**src/hw/rtl/mpl_parser_pkg.sv**
```systemverilog
`timescale 1ns / 1ps

package mpl_parser_pkg;

	// Default limit on the declared response length, in bytes.
	localparam int BUFFER_BYTES_DEF = 256;

	localparam logic [16:0] COUNT_MAX   = 17'h1FFFF;
	localparam logic [16:0] HDR_BYTES   = 17'd8;
	localparam logic [5:0]  FLEX_CODE   = 6'd5;
	localparam logic [7:0]  MIN_FLEX_LEN = 8'd30;

	// Header byte positions.
	localparam logic [16:0] POS_MDL_HI  = 17'd0;
	localparam logic [16:0] POS_MDL_LO  = 17'd1;
	localparam logic [16:0] POS_DESC_HI = 17'd6;
	localparam logic [16:0] POS_DESC_LO = 17'd7;

	// Offsets of the captured fields inside the flexible disk page.
	localparam logic [4:0] REL_RATE_HI = 5'd2;
	localparam logic [4:0] REL_RATE_LO = 5'd3;
	localparam logic [4:0] REL_HEADS   = 5'd4;
	localparam logic [4:0] REL_SPT     = 5'd5;
	localparam logic [4:0] REL_SECT_HI = 5'd6;
	localparam logic [4:0] REL_SECT_LO = 5'd7;
	localparam logic [4:0] REL_CYL_HI  = 5'd8;
	localparam logic [4:0] REL_CYL_LO  = 5'd9;
	localparam logic [4:0] REL_ROT_HI  = 5'd28;
	localparam logic [4:0] REL_ROT_LO  = 5'd29;
	localparam logic [16:0] REL_LAST   = 17'd29;

	typedef enum logic [2:0] {
		PH_HEADER    = 3'd0,
		PH_SEEK      = 3'd1,
		PH_OTHER_LEN = 3'd2,
		PH_FLEX_LEN  = 3'd3,
		PH_CAPTURE   = 3'd4,
		PH_STOP      = 3'd5
	} phase_t;

	typedef enum logic [3:0] {
		ST_OK           = 4'd0,
		ST_SHORT_HDR    = 4'd1,
		ST_BAD_LEN      = 4'd2,
		ST_DESC_OVERRUN = 4'd3,
		ST_PAGE_HDR_CUT = 4'd4,
		ST_RSVD_BIT     = 4'd5,
		ST_PAGE_CUT     = 4'd6,
		ST_PAGE_SHORT   = 4'd7,
		ST_NO_PAGE      = 4'd8
	} status_t;

	// Result word, lowest field last so that it lands in the lowest bits.
	typedef struct packed {
		logic [3:0]  pad;
		logic [15:0] rotation_rate;
		logic [15:0] cylinder_count;
		logic [15:0] sector_bytes;
		logic [7:0]  track_sectors;
		logic [7:0]  head_count;
		logic [15:0] data_rate;
		logic [15:0] page_start;
		status_t     status;
	} result_t;

	typedef struct packed {
		phase_t      phase;
		status_t     err;
		logic [16:0] next_start;
	} page_step_t;

	// Decide where the walk goes at a new page position.
	function automatic page_step_t enter_page(input logic [16:0] pos,
		input logic [16:0] decl, input status_t err_in);
		page_step_t r;
		r.next_start = pos;
		r.err = err_in;
		if (pos >= decl) begin
			r.err = ST_NO_PAGE;
			r.phase = PH_STOP;
		end else if ((decl - pos) < 17'd2) begin
			r.err = ST_PAGE_HDR_CUT;
			r.phase = PH_STOP;
		end else begin
			r.phase = PH_SEEK;
		end
		return r;
	endfunction

endpackage

```
**src/hw/rtl/mode_page_list_parser_core.sv**
```systemverilog
`timescale 1ns / 1ps

// MODE SENSE (10) response parser. Response bytes stream in one word per
// cycle on the slave side, with tlast on the final byte. The 8-byte header
// supplies the mode data length and the block descriptor length; the page
// headers after the descriptors are then walked until the first flexible
// disk page (code 5), whose geometry fields are captured. After the final
// byte one result word leaves on the master side with a status code, the
// page offset and the geometry (all zero unless the status is ok), and the
// parser is ready for the next response at once. Each byte sits in the
// input register, and its compares and counter updates finish before the
// next byte, so a new word is accepted in every cycle. Only a final byte
// waits, and only while a previous result word is still held by the output
// register.

module mode_page_list_parser_core #(
	parameter int BUFFER_BYTES = mpl_parser_pkg::BUFFER_BYTES_DEF
) (
	input  logic         clk,
	input  logic         arst_n,
	input  logic         s_axis_tvalid,
	output logic         s_axis_tready,
	input  logic [7:0]   s_axis_tdata,   // [7:0] data_byte
	input  logic         s_axis_tlast,   // last_byte
	output logic         m_axis_tvalid,
	input  logic         m_axis_tready,
	// [3:0] status, [19:4] page_start, [35:20] data_rate,
	// [43:36] head_count, [51:44] track_sectors, [67:52] sector_bytes,
	// [83:68] cylinder_count, [99:84] rotation_rate, [103:100] zero
	output logic [103:0] m_axis_tdata
);

	localparam logic [16:0] BufLimit = 17'(BUFFER_BYTES);

	// Input register.
	logic       valid_s1;
	logic [7:0] data_s1;
	logic       last_s1;
	logic       advance;

	// Walk state.
	logic [16:0]          byte_count_q;
	logic [15:0]          mdl_q;
	logic [15:0]          desc_q;
	logic [16:0]          next_start_q;
	logic [16:0]          cur_start_q;
	mpl_parser_pkg::phase_t  phase_q;
	mpl_parser_pkg::status_t err_q;
	logic [15:0]          rate_q;
	logic [7:0]           heads_q;
	logic [7:0]           spt_q;
	logic [15:0]          sect_q;
	logic [15:0]          cyl_q;
	logic [15:0]          rot_q;

	// Next-state values.
	logic [15:0]          nx_mdl;
	logic [15:0]          nx_desc;
	logic [16:0]          nx_next_start;
	logic [16:0]          nx_cur_start;
	mpl_parser_pkg::phase_t  nx_phase;
	mpl_parser_pkg::status_t nx_err;
	logic [15:0]          nx_rate;
	logic [7:0]           nx_heads;
	logic [7:0]           nx_spt;
	logic [15:0]          nx_sect;
	logic [15:0]          nx_cyl;
	logic [15:0]          nx_rot;
	mpl_parser_pkg::result_t nx_result;

	// Output register.
	logic                    out_valid_q;
	mpl_parser_pkg::result_t result_q;

	// A byte may leave the input register unless it is a final byte and
	// the previous result word has not been taken yet.
	assign advance = valid_s1 && (!last_s1 || !out_valid_q || m_axis_tready);
	assign s_axis_tready = !valid_s1 || advance;
	assign m_axis_tvalid = out_valid_q;
	assign m_axis_tdata  = result_q;

	always_ff @(posedge clk or negedge arst_n) begin
		if (!arst_n) begin
			valid_s1 <= 1'b0;
		end else if (s_axis_tready) begin
			valid_s1 <= s_axis_tvalid;
		end
	end

	always_ff @(posedge clk) begin
		if (s_axis_tready && s_axis_tvalid) begin
			data_s1 <= s_axis_tdata;
			last_s1 <= s_axis_tlast;
		end
	end

	// Per-byte walk: header capture, page header walk, geometry capture,
	// and the final status, all from the state left by the previous byte.
	always_comb begin
		logic [16:0] p;
		logic [16:0] decl;
		logic [16:0] plen;
		logic [16:0] rel;
		logic [17:0] len;
		mpl_parser_pkg::page_step_t step;
		mpl_parser_pkg::status_t st;

		p    = byte_count_q;
		decl = {1'b0, mdl_q} + 17'd2;
		plen = {9'd0, data_s1} + 17'd2;
		rel  = p - cur_start_q;
		len  = {1'b0, p} + 18'd1;
		step = '0;

		nx_mdl        = mdl_q;
		nx_desc       = desc_q;
		nx_next_start = next_start_q;
		nx_cur_start  = cur_start_q;
		nx_phase      = phase_q;
		nx_err        = err_q;
		nx_rate       = rate_q;
		nx_heads      = heads_q;
		nx_spt        = spt_q;
		nx_sect       = sect_q;
		nx_cyl        = cyl_q;
		nx_rot        = rot_q;

		unique case (phase_q)
			mpl_parser_pkg::PH_HEADER: begin
				if (p == mpl_parser_pkg::POS_MDL_HI) begin
					nx_mdl[15:8] = data_s1;
				end else if (p == mpl_parser_pkg::POS_MDL_LO) begin
					nx_mdl[7:0] = data_s1;
				end else if (p == mpl_parser_pkg::POS_DESC_HI) begin
					nx_desc[15:8] = data_s1;
				end else if (p == mpl_parser_pkg::POS_DESC_LO) begin
					nx_desc[7:0] = data_s1;
					step = mpl_parser_pkg::enter_page(
						mpl_parser_pkg::HDR_BYTES + {1'b0, desc_q[15:8], data_s1},
						decl, err_q);
					nx_phase      = step.phase;
					nx_err        = step.err;
					nx_next_start = step.next_start;
				end
			end
			mpl_parser_pkg::PH_SEEK: begin
				if (p == next_start_q) begin
					nx_cur_start = p;
					if (data_s1[6]) begin
						nx_err   = mpl_parser_pkg::ST_RSVD_BIT;
						nx_phase = mpl_parser_pkg::PH_STOP;
					end else if (data_s1[5:0] == mpl_parser_pkg::FLEX_CODE) begin
						nx_phase = mpl_parser_pkg::PH_FLEX_LEN;
					end else begin
						nx_phase = mpl_parser_pkg::PH_OTHER_LEN;
					end
				end
			end
			mpl_parser_pkg::PH_OTHER_LEN, mpl_parser_pkg::PH_FLEX_LEN: begin
				if (p == cur_start_q + 17'd1) begin
					if (plen > decl - cur_start_q) begin
						nx_err   = mpl_parser_pkg::ST_PAGE_CUT;
						nx_phase = mpl_parser_pkg::PH_STOP;
					end else if (phase_q == mpl_parser_pkg::PH_FLEX_LEN) begin
						if (data_s1 < mpl_parser_pkg::MIN_FLEX_LEN) begin
							nx_err   = mpl_parser_pkg::ST_PAGE_SHORT;
							nx_phase = mpl_parser_pkg::PH_STOP;
						end else begin
							nx_phase = mpl_parser_pkg::PH_CAPTURE;
						end
					end else begin
						step = mpl_parser_pkg::enter_page(cur_start_q + plen, decl, err_q);
						nx_phase      = step.phase;
						nx_err        = step.err;
						nx_next_start = step.next_start;
					end
				end
			end
			mpl_parser_pkg::PH_CAPTURE: begin
				if (rel <= mpl_parser_pkg::REL_LAST) begin
					case (rel[4:0])
						mpl_parser_pkg::REL_RATE_HI: nx_rate[15:8] = data_s1;
						mpl_parser_pkg::REL_RATE_LO: nx_rate[7:0]  = data_s1;
						mpl_parser_pkg::REL_HEADS:   nx_heads      = data_s1;
						mpl_parser_pkg::REL_SPT:     nx_spt        = data_s1;
						mpl_parser_pkg::REL_SECT_HI: nx_sect[15:8] = data_s1;
						mpl_parser_pkg::REL_SECT_LO: nx_sect[7:0]  = data_s1;
						mpl_parser_pkg::REL_CYL_HI:  nx_cyl[15:8]  = data_s1;
						mpl_parser_pkg::REL_CYL_LO:  nx_cyl[7:0]   = data_s1;
						mpl_parser_pkg::REL_ROT_HI:  nx_rot[15:8]  = data_s1;
						mpl_parser_pkg::REL_ROT_LO:  nx_rot[7:0]   = data_s1;
						default: ;
					endcase
				end
			end
			mpl_parser_pkg::PH_STOP: ;
			default: ;
		endcase

		// Final status, checked in order of precedence.
		if (len < {1'b0, mpl_parser_pkg::HDR_BYTES}) begin
			st = mpl_parser_pkg::ST_SHORT_HDR;
		end else if (decl < mpl_parser_pkg::HDR_BYTES || {1'b0, decl} > len ||
				decl > BufLimit) begin
			st = mpl_parser_pkg::ST_BAD_LEN;
		end else if (mpl_parser_pkg::HDR_BYTES + {1'b0, nx_desc} > decl) begin
			st = mpl_parser_pkg::ST_DESC_OVERRUN;
		end else if (nx_phase == mpl_parser_pkg::PH_CAPTURE) begin
			st = mpl_parser_pkg::ST_OK;
		end else if (nx_err != mpl_parser_pkg::ST_OK) begin
			st = nx_err;
		end else begin
			st = mpl_parser_pkg::ST_NO_PAGE;
		end

		nx_result = '0;
		nx_result.status = st;
		if (st == mpl_parser_pkg::ST_OK) begin
			nx_result.page_start     = nx_cur_start[15:0];
			nx_result.data_rate      = nx_rate;
			nx_result.head_count     = nx_heads;
			nx_result.track_sectors  = nx_spt;
			nx_result.sector_bytes   = nx_sect;
			nx_result.cylinder_count = nx_cyl;
			nx_result.rotation_rate  = nx_rot;
		end
	end

	// Walk state; a final byte returns everything to the start of a response.
	always_ff @(posedge clk or negedge arst_n) begin
		if (!arst_n) begin
			byte_count_q <= '0;
			mdl_q        <= '0;
			desc_q       <= '0;
			next_start_q <= '0;
			cur_start_q  <= '0;
			phase_q      <= mpl_parser_pkg::PH_HEADER;
			err_q        <= mpl_parser_pkg::ST_OK;
			rate_q       <= '0;
			heads_q      <= '0;
			spt_q        <= '0;
			sect_q       <= '0;
			cyl_q        <= '0;
			rot_q        <= '0;
		end else if (advance) begin
			if (last_s1) begin
				byte_count_q <= '0;
				mdl_q        <= '0;
				desc_q       <= '0;
				next_start_q <= '0;
				cur_start_q  <= '0;
				phase_q      <= mpl_parser_pkg::PH_HEADER;
				err_q        <= mpl_parser_pkg::ST_OK;
				rate_q       <= '0;
				heads_q      <= '0;
				spt_q        <= '0;
				sect_q       <= '0;
				cyl_q        <= '0;
				rot_q        <= '0;
			end else begin
				if (byte_count_q != mpl_parser_pkg::COUNT_MAX) begin
					byte_count_q <= byte_count_q + 17'd1;
				end
				mdl_q        <= nx_mdl;
				desc_q       <= nx_desc;
				next_start_q <= nx_next_start;
				cur_start_q  <= nx_cur_start;
				phase_q      <= nx_phase;
				err_q        <= nx_err;
				rate_q       <= nx_rate;
				heads_q      <= nx_heads;
				spt_q        <= nx_spt;
				sect_q       <= nx_sect;
				cyl_q        <= nx_cyl;
				rot_q        <= nx_rot;
			end
		end
	end

	// Output register.
	always_ff @(posedge clk or negedge arst_n) begin
		if (!arst_n) begin
			out_valid_q <= 1'b0;
		end else if (advance && last_s1) begin
			out_valid_q <= 1'b1;
		end else if (m_axis_tready) begin
			out_valid_q <= 1'b0;
		end
	end

	always_ff @(posedge clk) begin
		if (advance && last_s1) begin
			result_q <= nx_result;
		end
	end

	// A failed response carries no page offset and no geometry.
	a_fail_zero: assert property (@(posedge clk) disable iff (!arst_n)
		out_valid_q && result_q.status != mpl_parser_pkg::ST_OK |->
			result_q.page_start == '0 && result_q.data_rate == '0 &&
			result_q.rotation_rate == '0 && result_q.cylinder_count == '0)
		else $error("failed result carries geometry");

	// A good page always lies after the 8-byte header.
	a_ok_after_hdr: assert property (@(posedge clk) disable iff (!arst_n)
		out_valid_q && result_q.status == mpl_parser_pkg::ST_OK |->
			{1'b0, result_q.page_start} >= mpl_parser_pkg::HDR_BYTES)
		else $error("good page offset inside header");

	// The final byte leaves the walk back at the start of a response.
	a_restart: assert property (@(posedge clk) disable iff (!arst_n)
		advance && last_s1 |=>
			byte_count_q == '0 && phase_q == mpl_parser_pkg::PH_HEADER &&
			err_q == mpl_parser_pkg::ST_OK)
		else $error("walk not restarted after final byte");

	// Capture only runs once the page length byte has gone by.
	a_capture_pos: assert property (@(posedge clk) disable iff (!arst_n)
		phase_q == mpl_parser_pkg::PH_CAPTURE |->
			{1'b0, byte_count_q} >= {1'b0, cur_start_q} + 18'd2)
		else $error("capture before page length byte");

endmodule
```
**config.mk**
```make
export PLATFORM = sky130hd
export DESIGN_NAME = mode_page_list_parser_core
export DESIGN_NICKNAME = d
export VERILOG_FILES = /design/src/hw/rtl/mpl_parser_pkg.sv /design/src/hw/rtl/mode_page_list_parser_core.sv
export SDC_FILE = /design/constraint.sdc
export NUM_CORES = 1
export LEC_CHECK = 0
export ABC_CLOCK_PERIOD_IN_PS = 6600
export BUFFER_PORTS_ARGS = -buffer_cell sky130_fd_sc_hd__buf_4
export CORE_MARGIN = 2
export CORE_UTILIZATION = 45
export DETAILED_ROUTE_END_ITERATION = 8
export GPL_TIMING_DRIVEN = 0
export SETUP_SLACK_MARGIN = 0.3
export SLEW_MARGIN = 20
export SYNTH_ARGS = -nofsm -noshare
export SYNTH_HDL_FRONTEND = slang
export SYNTH_SLANG_ARGS = --single-unit
```
**constraint.sdc**
```tcl
create_clock -name clk -period 6.6 [get_ports clk]
set_input_delay 0.66 -clock clk [delete_from_list [all_inputs] [get_ports clk]]
set_output_delay 0.66 -clock clk [all_outputs]
set_load 0.005 [all_outputs]
```
==> metrics.md, run 1 <==
| Metric | Value |
|---|---|
| Detailed Routing Iterations Pass 1 | 5 |
| Combinational cell fraction of total power | 0.338 |
| Number of distinct library cells after synthesis | 83 |
| # fillers | 4,085 |
| Startpoint types | flip-flop |
| Slew headroom | 0.204 |
| Initial DRC Count | 1,453 |
| Largest cells by area after synthesis | dfrtp_1 (22%), edfxtp_1 (16%), ha_1 (8.1%) |
| Max-cap violations | 0 |
| Fmax | 163 MHz |
| GRT Total Usage | 0.301 |
| Part of the power in registers | 0.348 |
| Core area | 43,900 µm² |
| Design Area, Final | 23,500 µm² |
| Average wire per standard cell | 23.5 µm |
| Wirelength, routed | 70.6 mm |
| Die ar. | 45,900 µm² |
| Routed vias | 18,302 |
| Max rail drop VDD | 199 µV |
| Min Tclk post-route | 6150 ps |
| CP required | 6970 ps |
| Worst-path clk slew | 60 ps |
| DP Wirelength | 53.7 mm |
| Syn. warnings | 0 |
| RSZ-0062 raised after global routing | false |
| Htree depth | 1 |
| Worst EP arrival | 6520 ps |
| Yosys reg bits | 281 |
| Clock Latency Late Sink | 600 ps |
| LEAKAGE | 9.38 nW |
| CTS tree | built |
| GP Congestion | 0.980 |
| Starting Density | 0.452 |
| Syn Inst Count | 2,199 |
| Setup TNS | 0 ps |
| Final period utilization | 0.931 |
| Num CTS Buffers | 30 |
| Top cells by count, synth | nand2_1 (277), dfrtp_1 (172), nor2_1 (155) |
| Sequential area share after synthesis | 0.381 |
| Final setup viols | 0 |
| Top-area cell type share of the netlist area | 0.217 |
| P&R area growth vs syn | 18.1% |
| Antenna cells | 0 |
| Synth Cell Area | 19,900 µm² |
| Clock Tree Root | clkbuf_16 |
| Die Wd | 214 µm |
| Worst flop-to-flop path endpoint | m_axis_tdata[8]$_SDFFCE_PP0P_ |
| R2r setup slk | 450 ps |
| Crit-path max FO | 10 |
| Initial antenna violation count | 0 |
| Async set-reset flop share out of synthesis | 0.612 |
| Largest net degree at the start of global routing | 81 |
| Power density over cell area | 236 nW/µm² |
| Post-Place Worst Slack | -2090 ps |
| Post-synth EDFFs | 109 |
| Worst-Margin Slew | 1190 ps |
| HP Class | input port to flip-flop |
| Share of cells above drive strength 1 | 0.137 |
| Main synth FF type | dfrtp_1 |
| Num ports | 119 |
| Drc violations | 0 |
| Cell with the most instances after synthesis | nand2_1 |
| Crit path capture | m_axis_tdata[8]$_SDFFCE_PP0P_ |
| Max-slew violation count | 0 |
| DP Area | 21,600 µm² |
| IO buf count | 114 |
| Avg Inst Size Synth | 9.04 µm² |
| Outcome | complete, no violations |
| Remaining global-route overflow | 0 |
| Internal power | 3.59 mW |
| Fin worst setup slack | 454 ps |
| Row Count | 77 |
| Reg2reg start | data_s1[5]$_DFFE_PP_ |
| Area leader, netlist | dfrtp_1 |
| Crit end category | flip-flop |
| Sw frac | 0.352 |
| Nets | 2,537 |
| Antenna-violating nets left | 0 |
| Final hold vios | 0 |
| Worst Setup SP | data_s1[5]$_DFFE_PP_ |
| Vias in the first global route | 17,654 |
| Via density | 6.09 |
| Worst Skew | 32.4 ps |
| First-pass GRT wire length | 107 mm |
| Height of the chip | 214 µm |
| Clock sinks | 281 |
| Crit Path Class | flip-flop to flip-flop |
| Hold Worst Slack | 238 ps |
| Psw | 1.96 mW |
| R2r worst-path depth | 26 |
| Clock power share | 0.314 |
| Max Buffers Root-to-Sink | 3 |
layer usage:
metal	wire length [µm]	up-vias	GRT usage
met4	2890	0	0.120
met1	30800	8951	0.418
li1	-	8439	-
met5	0	-	0
met3	4840	151	0.0397
met2	32100	761	0.476
state kept, by name (all words and copies together), names as in the netlist:
name	count
m_axis_tdata	100
byte_count_q	17
cur_start_q	17
next_start_q	17
cyl_q	16
desc_q	16
mdl_q	16
rate_q	16
rot_q	16
sect_q	16
data_s1	8
heads_q	8
spt_q	8
err_q	4
phase_q	3
last_s1	1
m_axis_tvalid	1
valid_s1	1
kinds of logic (layout without fill, tap and decap cells):
logic type | Yosys count | count (layout) | share of synthesized area
compound gates | 577 | 577 | 0.194
xor+xnor | 136 | 136 | 0.0599
fa+ha+maj | 134 | 134 | 0.0862
buf+inv | 215 | 427 | 0.0440
flops | 281 | 281 | 0.381
mux | 91 | 91 | 0.0467
other cells | 1 | 4 | 0.000189
simple gates | 764 | 764 | 0.188
cell usage in the layout (no fill, tap or decap), types with 11 or more instances in the layout:
cell / synthesis / layout
o2bb2ai_1: 23 / 23
buf_4: 4 / 160
a32o_1: 11 / 11
a21o_1: 29 / 29
o21ai_0: 120 / 117
o21ai_1: 14 / 15
nand2_1: 277 / 275
ha_1: 129 / 123
xor2_1: 45 / 43
or3_1: 12 / 11
nor2_1: 155 / 153
a21oi_1: 136 / 129
nand3b_1: 12 / 12
nor2b_1: 23 / 22
o21a_1: 12 / 12
o31ai_1: 41 / 39
and2_1: 13 / 13
a211oi_1: 19 / 17
o21bai_1: 12 / 11
a22o_1: 40 / 40
nand2b_1: 34 / 34
mux2i_1: 77 / 77
nand3_1: 62 / 61
dfrtp_1: 172 / 171
nor3b_1: 11 / 11
clkbuf_16: 0 / 31
nor3_1: 34 / 30
inv_1: 77 / 75
nand4_1: 37 / 37
a31oi_1: 16 / 15
edfxtp_1: 109 / 109
clkbuf_1: 98 / 90
xnor2_1: 91 / 78
and3_1: 24 / 24
nor4_1: 25 / 25
o211ai_1: 24 / 24
o22ai_1: 13 / 13
through the flow:
step / util / total power [mW] / instances
detailed placement: 0.492 / 3.70 / 2912
finish: 0.535 / 5.55 / 3006
CTS: 0.523 / 5.47 / 2979
floorplan: - / 3.14 / 2202
global route: 0.535 / 5.80 / 3006
global placement: 0.489 / 3.67 / 2908
layout make-up:
class | count | area, µm² | area share
clock inverter | 18 | 223 | 0.00948
tap | 592 | 741 | 0.0315
inverter | 79 | 305 | 0.0130
timing repair buffer | 156 | 1240 | 0.0530
clock buffer | 38 | 791 | 0.0337
buffer | 136 | 701 | 0.0298
sequential | 281 | 7580 | 0.323
multi-input combinational | 1706 | 11900 | 0.507
worst min-delay path by stage:
stage          cells past startpoint                     endpoint                 start  slack (ps)
2_1_floorplan                      0  byte_count_q[0]$_DFFE_PN0P_                arst_n         360
3_3_place_gp                       2         rot_q[8]$_DFFE_PN0P_  rot_q[8]$_DFFE_PN0P_         460
3_5_place_dp                       1         cyl_q[3]$_DFFE_PN0P_  cyl_q[3]$_DFFE_PN0P_         470
4_1_cts                            1         data_s1[1]$_DFFE_PP_       s_axis_tdata[1]         210
5_1_grt                            1         data_s1[1]$_DFFE_PP_       s_axis_tdata[1]         220
6_report                           1         data_s1[1]$_DFFE_PP_       s_axis_tdata[1]         240
critical path: stages, from the launching register on:
cell	delay [ps]
edfxtp_1	320
clkbuf_2	280
buf_4	300
buf_6	250
xnor2_2	140
ha_1	340
inv_1	80
o21bai_1	180
a21oi_2	130
o21ai_4	270
nand3_4	130
xnor2_4	230
ha_1	290
clkbuf_4	170
nand4_1	150
or3_4	380
a211oi_4	200
nand3b_1	160
nor4bb_4	300
nand4_1	120
buf_4	190
o21ai_2	120
o311ai_2	130
a31oi_4	270
nand4_4	250
buf_4	280
a21oi_1	240
power groups by stage:
stage / sequential, mW / clock, mW / combinational, mW
2_1_floorplan: 1.96 / 0 / 1.18
3_3_place_gp: 1.97 / 0 / 1.70
3_5_place_dp: 1.97 / 0 / 1.73
4_1_cts: 1.93 / 1.76 / 1.78
5_1_grt: 1.94 / 1.82 / 2.04
6_report: 1.93 / 1.74 / 1.88
timing repair:
item                                   4_1_cts  5_1_grt
gates resized for setup                     79       68
setup endpoints to repair                  122      119
pin swaps                                    4       21
endpoints found under the hold margin       17        0
hold buffers                                 1        0
setup buffers                               10       27
No activity file was read; power rests on OpenSTA's default activity.
==> run 2, diff against run 1 <==
- ABC_CLOCK_PERIOD_IN_PS: 6600 -> 6300
- clock period: 6.6 -> 6.3 ns (I/O delays scaled with it)
==> metrics.md, run 2 (same netlist as run 1, synthesis figures left out) <==
| Metric | Value |
|---|---|
| Clock power share | 0.307 (-0.007) |
| Combinational cell fraction of total power | 0.351 (+0.013) |
| Max-slew violation count | 0 (unchanged) |
| Remaining global-route overflow | 0 (unchanged) |
| LEAKAGE | 9.68 nW (+3.1%) |
| Drc violations | 0 (unchanged) |
| Vias in the first global route | 17,937 (+1.6%) |
| HP Class | input port to flip-flop |
| Share of cells above drive strength 1 | 0.193 (+0.0566) |
| Psw | 2.10 mW (+7.2%) |
| DP Area | 21,600 µm² (unchanged) |
| Max rail drop VDD | 213 µV (+7.3%) |
| Initial antenna violation count | 0 (unchanged) |
| Max layer used | met4 |
| Slew headroom | 0.198 (-0.00588) |
| Final hold vios | 0 (unchanged) |
| Antenna cells | 0 (unchanged) |
| Num CTS Buffers | 30 (unchanged) |
| Crit Path Class | flip-flop to flip-flop |
| Core area | 43,900 µm² (unchanged) |
| Min Tclk post-route | 5870 ps (-279 ps) |
| Initial DRC Count | 1,463 (+0.69%) |
| IO buf count | 114 (unchanged) |
| Worst Skew | 34.0 ps (+1.54 ps) |
| Final setup viols | 0 (unchanged) |
| Met1 wire length | 31.1 mm (+0.98%) |
| Via density | 6.09 (about the same) |
| Sw frac | 0.354 (+0.00139) |
| Met3 wire len | 5.16 mm (+6.5%) |
| P&R area growth vs syn | 24.2% |
| Final period utilization | 0.931 (about the same) |
| Detailed Routing Iterations Pass 1 | 5 (unchanged) |
| Crit end category | flip-flop |
| Num ports | 119 (unchanged) |
| Largest net degree at the start of global routing | 81 (unchanged) |
| Routed vias | 18,464 (+0.89%) |
| Clock Latency Late Sink | 600 ps (about the same) |
| Crit-path max FO | 10 (unchanged) |
| Worst path most repeated cell | buf_6 |
| CP max stage cell | nor4b_2 |
| RSZ-0062 raised after global routing | true |
| CP required | 6680 ps (-290 ps) |
| Wirelength, routed | 72.3 mm (+2.4%) |
| Nets | 2,565 (+1.1%) |
| Max-cap violations | 0 (unchanged) |
| Internal power | 3.83 mW (+6.5%) |
| Average wire per standard cell | 23.8 µm (+1.5%) |
| Clock sinks | 281 (unchanged) |
| Max incr delay on CP | 360 ps (-20 ps) |
| Antenna-violating nets left | 0 (unchanged) |
| Max reg flops | 100 (unchanged) |
| Worst-path clk slew | 60 ps (about the same) |
| CTS tree | built |
| Clock Tree Root | clkbuf_16 |
| Htree depth | 1 (unchanged) |
| Fmax | 170 MHz (+4.8%) |
| Worst EP arrival | 6250 ps (-270 ps) |
| Height of the chip | 214 µm (unchanged) |
| Layout Cells excl Fill | 3,034 (+0.93%) |
| DP Wirelength | 53.7 mm (unchanged) |
| Starting Density | 0.452 (unchanged) |
| GP Congestion | 0.980 (unchanged) |
| Commonest cells after routing, fill and taps aside | nand2_1 (274), buf_4 (172), dfrtp_1 (168), o21ai_0 (116), ha_1 (116) |
| Part of the power in registers | 0.342 (-0.006) |
| Dpl cells | 2,912 (unchanged) |
| Design Area, Final | 24,700 µm² (+5.2%) |
| Commonest non-fill, non-tap cell in the layout | nand2_1 |
| Row Count | 77 (unchanged) |
| Worst-Margin Slew | 1200 ps (+8.79 ps) |
| Power density over cell area | 240 nW/µm² (+1.5%) |
| GRT Total Usage | 0.306 (+0.00525) |
| Max Buffers Root-to-Sink | 3 (unchanged) |
| Die Wd | 214 µm (unchanged) |
| Startpoint types | flip-flop |
| Outcome | complete, no violations |
| Die ar. | 45,900 µm² (unchanged) |
| Metal2 WL | 32.9 mm (+2.8%) |
| First-pass GRT wire length | 108 mm (+1.6%) |
==> run 2: cell type report <==
class	instances	area, µm²
tap	592	741
timing repair buffer	184	1590
clock buffer	38	791
inverter	79	305
buffer	136	825
multi-input combinational	1706	12600
sequential	281	7580
fill	3959	19200
clock inverter	18	223
==> run 2: worst paths after layout <==
kind / start / end / slack [ps] / depth (start not counted)
max in group asynchronous: arst_n / desc_q[0]$_DFFE_PN0P_ / 4700 / 4
worst min-delay path: s_axis_tdata[1] / data_s1[1]$_DFFE_PP_ / 200 / 1
worst min register to register: sect_q[9]$_DFFE_PN0P_ / sect_q[9]$_DFFE_PN0P_ / 480 / 2
worst max-delay path: data_s1[5]$_DFFE_PP_ / m_axis_tdata[3]$_DFFE_PP_ / 430 / 25
min in group asynchronous: arst_n / desc_q[8]$_DFFE_PN0P_ / 540 / 2
worst max register to register: data_s1[5]$_DFFE_PP_ / m_axis_tdata[3]$_DFFE_PP_ / 430 / 25
==> run 2: metal layers <==
metal	up-vias	global-route usage
li1	8488	-
met1	9039	0.422
met2	768	0.481
met3	169	0.0428
met4	0	0.134
met5	-	0
==> run 2: power groups by stage <==
stage	sequential (mW)	combinational (mW)	clock (mW)
2_1_floorplan	2.05	1.24	0
3_3_place_gp	2.06	1.79	0
3_5_place_dp	2.06	1.81	0
4_1_cts	2.02	1.92	1.84
5_1_grt	2.03	2.24	1.91
6_report	2.03	2.08	1.82
==> run 2: per-stage QoR <==
stage	hold WS [ps]	setup WS, ps	setup TNS [ps]	utilization	power [mW]
after floorplan	334	805	0	-	3.29
after global placement	460	-2370	-237430	0.489	3.85
after detailed placement	466	-2390	-240530	0.492	3.87
after CTS	179	284	0	0.538	5.79
after global routing	186	204	0	0.562	6.19
final	203	432	0	0.562	5.92
==> run 2: what timing repair did <==
| item | 4_1_cts | 5_1_grt |
|---|---|---|
| pin swaps | 25 | 79 |
| endpoints found under the setup margin | 123 | 120 |
| cloned | 1 | 4 |
| setup buffers | 38 | 22 |
| gates resized for setup | 155 | 192 |
| hold buffers | 1 | 0 |
| endpoints found under the hold margin | 41 | 0 |
==> run 2: critical path: cells and delay by family (launching register included) <==
kind,cells,cell delay [ps]
fa+ha+maj,2,700
xor+xnor,2,490
compound gates,8,1620
buf+inv,6,980
flops,1,350
simple gates,7,1480
==> run 3, diff against run 2 <==
- CORE_UTILIZATION: 45 -> 55
- PLACE_DENSITY: unset -> 0.73
- SKIP_CTS_REPAIR_TIMING: unset -> 1
==> metrics.md, run 3 (same netlist as run 1, synthesis figures left out) <==
| Metric | Value |
|---|---|
| Row Count | 69 (-10%) |
| Routed vias | 18,682 (+1.2%) |
| RSZ-0062 raised after global routing | true |
| Slew headroom | 0.216 (+0.0182) |
| Core area | 35,600 µm² (-19%) |
| Vias in the first global route | 17,578 (-2.0%) |
| Max reg flops | 100 (unchanged) |
| Final setup viols | 0 (unchanged) |
| Crit-path max FO | 10 (unchanged) |
| Fin worst setup slack | 389 ps (-43.7 ps) |
| Post-Place Worst Slack | -2190 ps (+198 ps) |
| HP Class | input port to asynchronous set/reset pin |
| Average wire per standard cell | 23.6 µm (-0.99%) |
| Worst EP arrival | 6340 ps (+90 ps) |
| Clock sinks | 281 (unchanged) |
| Commonest non-fill, non-tap cell in the layout | nand2_1 |
| Outcome | complete, no violations |
| Drc violations | 0 (unchanged) |
| Reg2reg start | data_s1[5]$_DFFE_PP_ |
| DP Wirelength | 50.8 mm (-5.4%) |
| Psw | 2.03 mW (-3.2%) |
| Power Total | 5.71 mW (-3.6%) |
| CP required | 6730 ps (+50 ps) |
| R2r worst-path depth | 26 (+4.0%) |
| Num ports | 119 (unchanged) |
| Layout Cells excl Fill | 2,879 (-5.1%) |
| Wirelength, routed | 67.9 mm (-6.0%) |
| Dpl cells | 2,780 (-4.5%) |
| Starting Density | 0.559 (+0.106) |
| First-pass GRT wire length | 102 mm (-5.4%) |
| Initial antenna violation count | 0 (unchanged) |
| Crit Path Class | flip-flop to flip-flop |
| Max rail drop VDD | 267 µV (+25%) |
| GRT Total Usage | 0.348 (+0.0423) |
| Worst-Margin Slew | 1170 ps (-27.3 ps) |
| GP Congestion | 1.01 (+3.3%) |
| Clock Latency Late Sink | 590 ps (about the same) |
| Combinational cell fraction of total power | 0.347 (-0.004) |
| Antenna-violating nets left | 0 (unchanged) |
| Detailed Routing Iterations Pass 1 | 8 (+3) |
| Setup TNS | 0 ps (unchanged) |
| Remaining global-route overflow | 0 (unchanged) |
| Num CTS Buffers | 29 (-3.3%) |
| Nets | 2,542 (-0.90%) |
| Worst Skew | 26.2 ps (-7.79 ps) |
| Htree depth | 1 (unchanged) |
| Worst flop-to-flop path endpoint | m_axis_tdata[81]$_SDFFCE_PP0P_ |
| Fmax | 169 MHz (-0.74%) |
| Final hold vios | 0 (unchanged) |
| Die Wd | 194 µm (-9.4%) |
| Max Buffers Root-to-Sink | 3 (unchanged) |
| CTS tree | built |
| Share of cells above drive strength 1 | 0.148 (-0.0456) |
| IO buf count | 114 (unchanged) |
| P&R area growth vs syn | 18.1% |
| Commonest cells after routing, fill and taps aside | nand2_1 (275), dfrtp_1 (169), buf_4 (158), nor2_1 (149), ha_1 (123) |
| Sw frac | 0.355 (+0.00146) |
| Die ar. | 37,700 µm² (-18%) |
| Largest net degree at the start of global routing | 92 (+14%) |
| Power density over cell area | 243 nW/µm² (+1.4%) |
| Min Tclk post-route | 5910 ps (+43.7 ps) |
| Height of the chip | 194 µm (-9.4%) |
| Clock Tree Root | clkbuf_16 |
| Antenna cells | 0 (unchanged) |
| Part of the power in registers | 0.355 (+0.013) |
| LEAKAGE | 9.42 nW (-2.6%) |
| Internal power | 3.68 mW (-3.9%) |
| Max-slew violation count | 0 (unchanged) |
| Max-cap violations | 0 (unchanged) |
| Clock power share | 0.298 (-0.009) |
| Crit end category | flip-flop |
| Via density | 6.49 (+6.6%) |
| Initial DRC Count | 1,999 (+37%) |
| Worst-path clk slew | 60 ps (about the same) |
| R2r setup slk | 390 ps (-40 ps) |
| Startpoint types | flip-flop |
| Layout Utilization | 0.660 (+0.0980) |
| Final period utilization | 0.938 (+0.00693) |
run 3: changes by cell type in the layout (fill, tap and decap cells not counted), sizes merged:
cell	previous run	this run
clkbuf	136	132
buf	221	204
bufinv	4	2
dlygate4sd3	1	0
run 3: layout make-up:
cell class	instances	area [µm²]
Clock inverter	16	146
Inverter	79	305
Timing Repair Buffer	162	1340
Clock buffer	38	779
Tap cell	461	577
Sequential cell	281	7580
Fill cell	2940	12100
Buffer	136	707
Multi-Input combinational cell	1706	12000
run 3: worst max-delay path by stage:
| stage | startpoint | endpoint | slack (ps) |
|---|---|---|---|
| 2_1_floorplan | data_s1[3]$_DFFE_PP_ | m_axis_tdata[36]$_SDFFCE_PP0P_ | 800 |
| 5_1_grt | cur_start_q[0]$_DFFE_PN0P_ | m_axis_tdata[88]$_SDFFCE_PP0P_ | 160 |
| 3_5_place_dp | data_s1[5]$_DFFE_PP_ | m_axis_tdata[28]$_SDFFCE_PP0P_ | -2190 |
| 3_3_place_gp | data_s1[5]$_DFFE_PP_ | m_axis_tdata[36]$_SDFFCE_PP0P_ | -2220 |
| 4_1_cts | data_s1[5]$_DFFE_PP_ | m_axis_tdata[28]$_SDFFCE_PP0P_ | -2240 |
| 6_report | data_s1[5]$_DFFE_PP_ | m_axis_tdata[81]$_SDFFCE_PP0P_ | 390 |
run 3: power groups by stage:
stage | clock network, mW | logic, mW | registers (mW)
after floorplan | 0 | 1.24 | 2.05
after global placement | 0 | 1.73 | 2.06
after detailed placement | 0 | 1.77 | 2.06
after CTS | 1.71 | 1.78 | 2.02
after global routing | 1.78 | 2.14 | 2.03
final | 1.70 | 1.98 | 2.03
run 3: worst max-delay path: stages (launching register included):
cell      delay [ps]
edfxtp_1         360
clkbuf_4         230
buf_4            230
buf_6            190
xnor2_1          320
ha_1             320
a21oi_2          180
o21bai_1         110
a21oi_2          240
buf_4            160
xnor2_1          200
ha_1             300
clkbuf_2         170
a21oi_1          260
o21ai_0          200
or4_1            530
a22oi_1          190
nand4_1          110
buf_4            190
o21ai_4          140
o311ai_4         110
a31oi_4          260
nand4_4          120
buf_12           180
buf_6            110
clkbuf_4         180
a21oi_1          150
run 3: layer usage:
layer  up-vias  wire (µm)  global-route usage
met2       982      30500               0.546
li1       8450          -                   -
met5         -          0                   0
met4         0       3700               0.161
met1      9045      27400               0.469
met3       205       6290              0.0631
run 3: metrics by stage:
stage / cell area (µm²) / hold slack (ps)
after floorplan: 19900 / 334
after global placement: 21300 / 459
after detailed placement: 21400 / 465
after CTS: 22300 / 86.4
after global routing: 23500 / 98.7
final: 23500 / 45.1
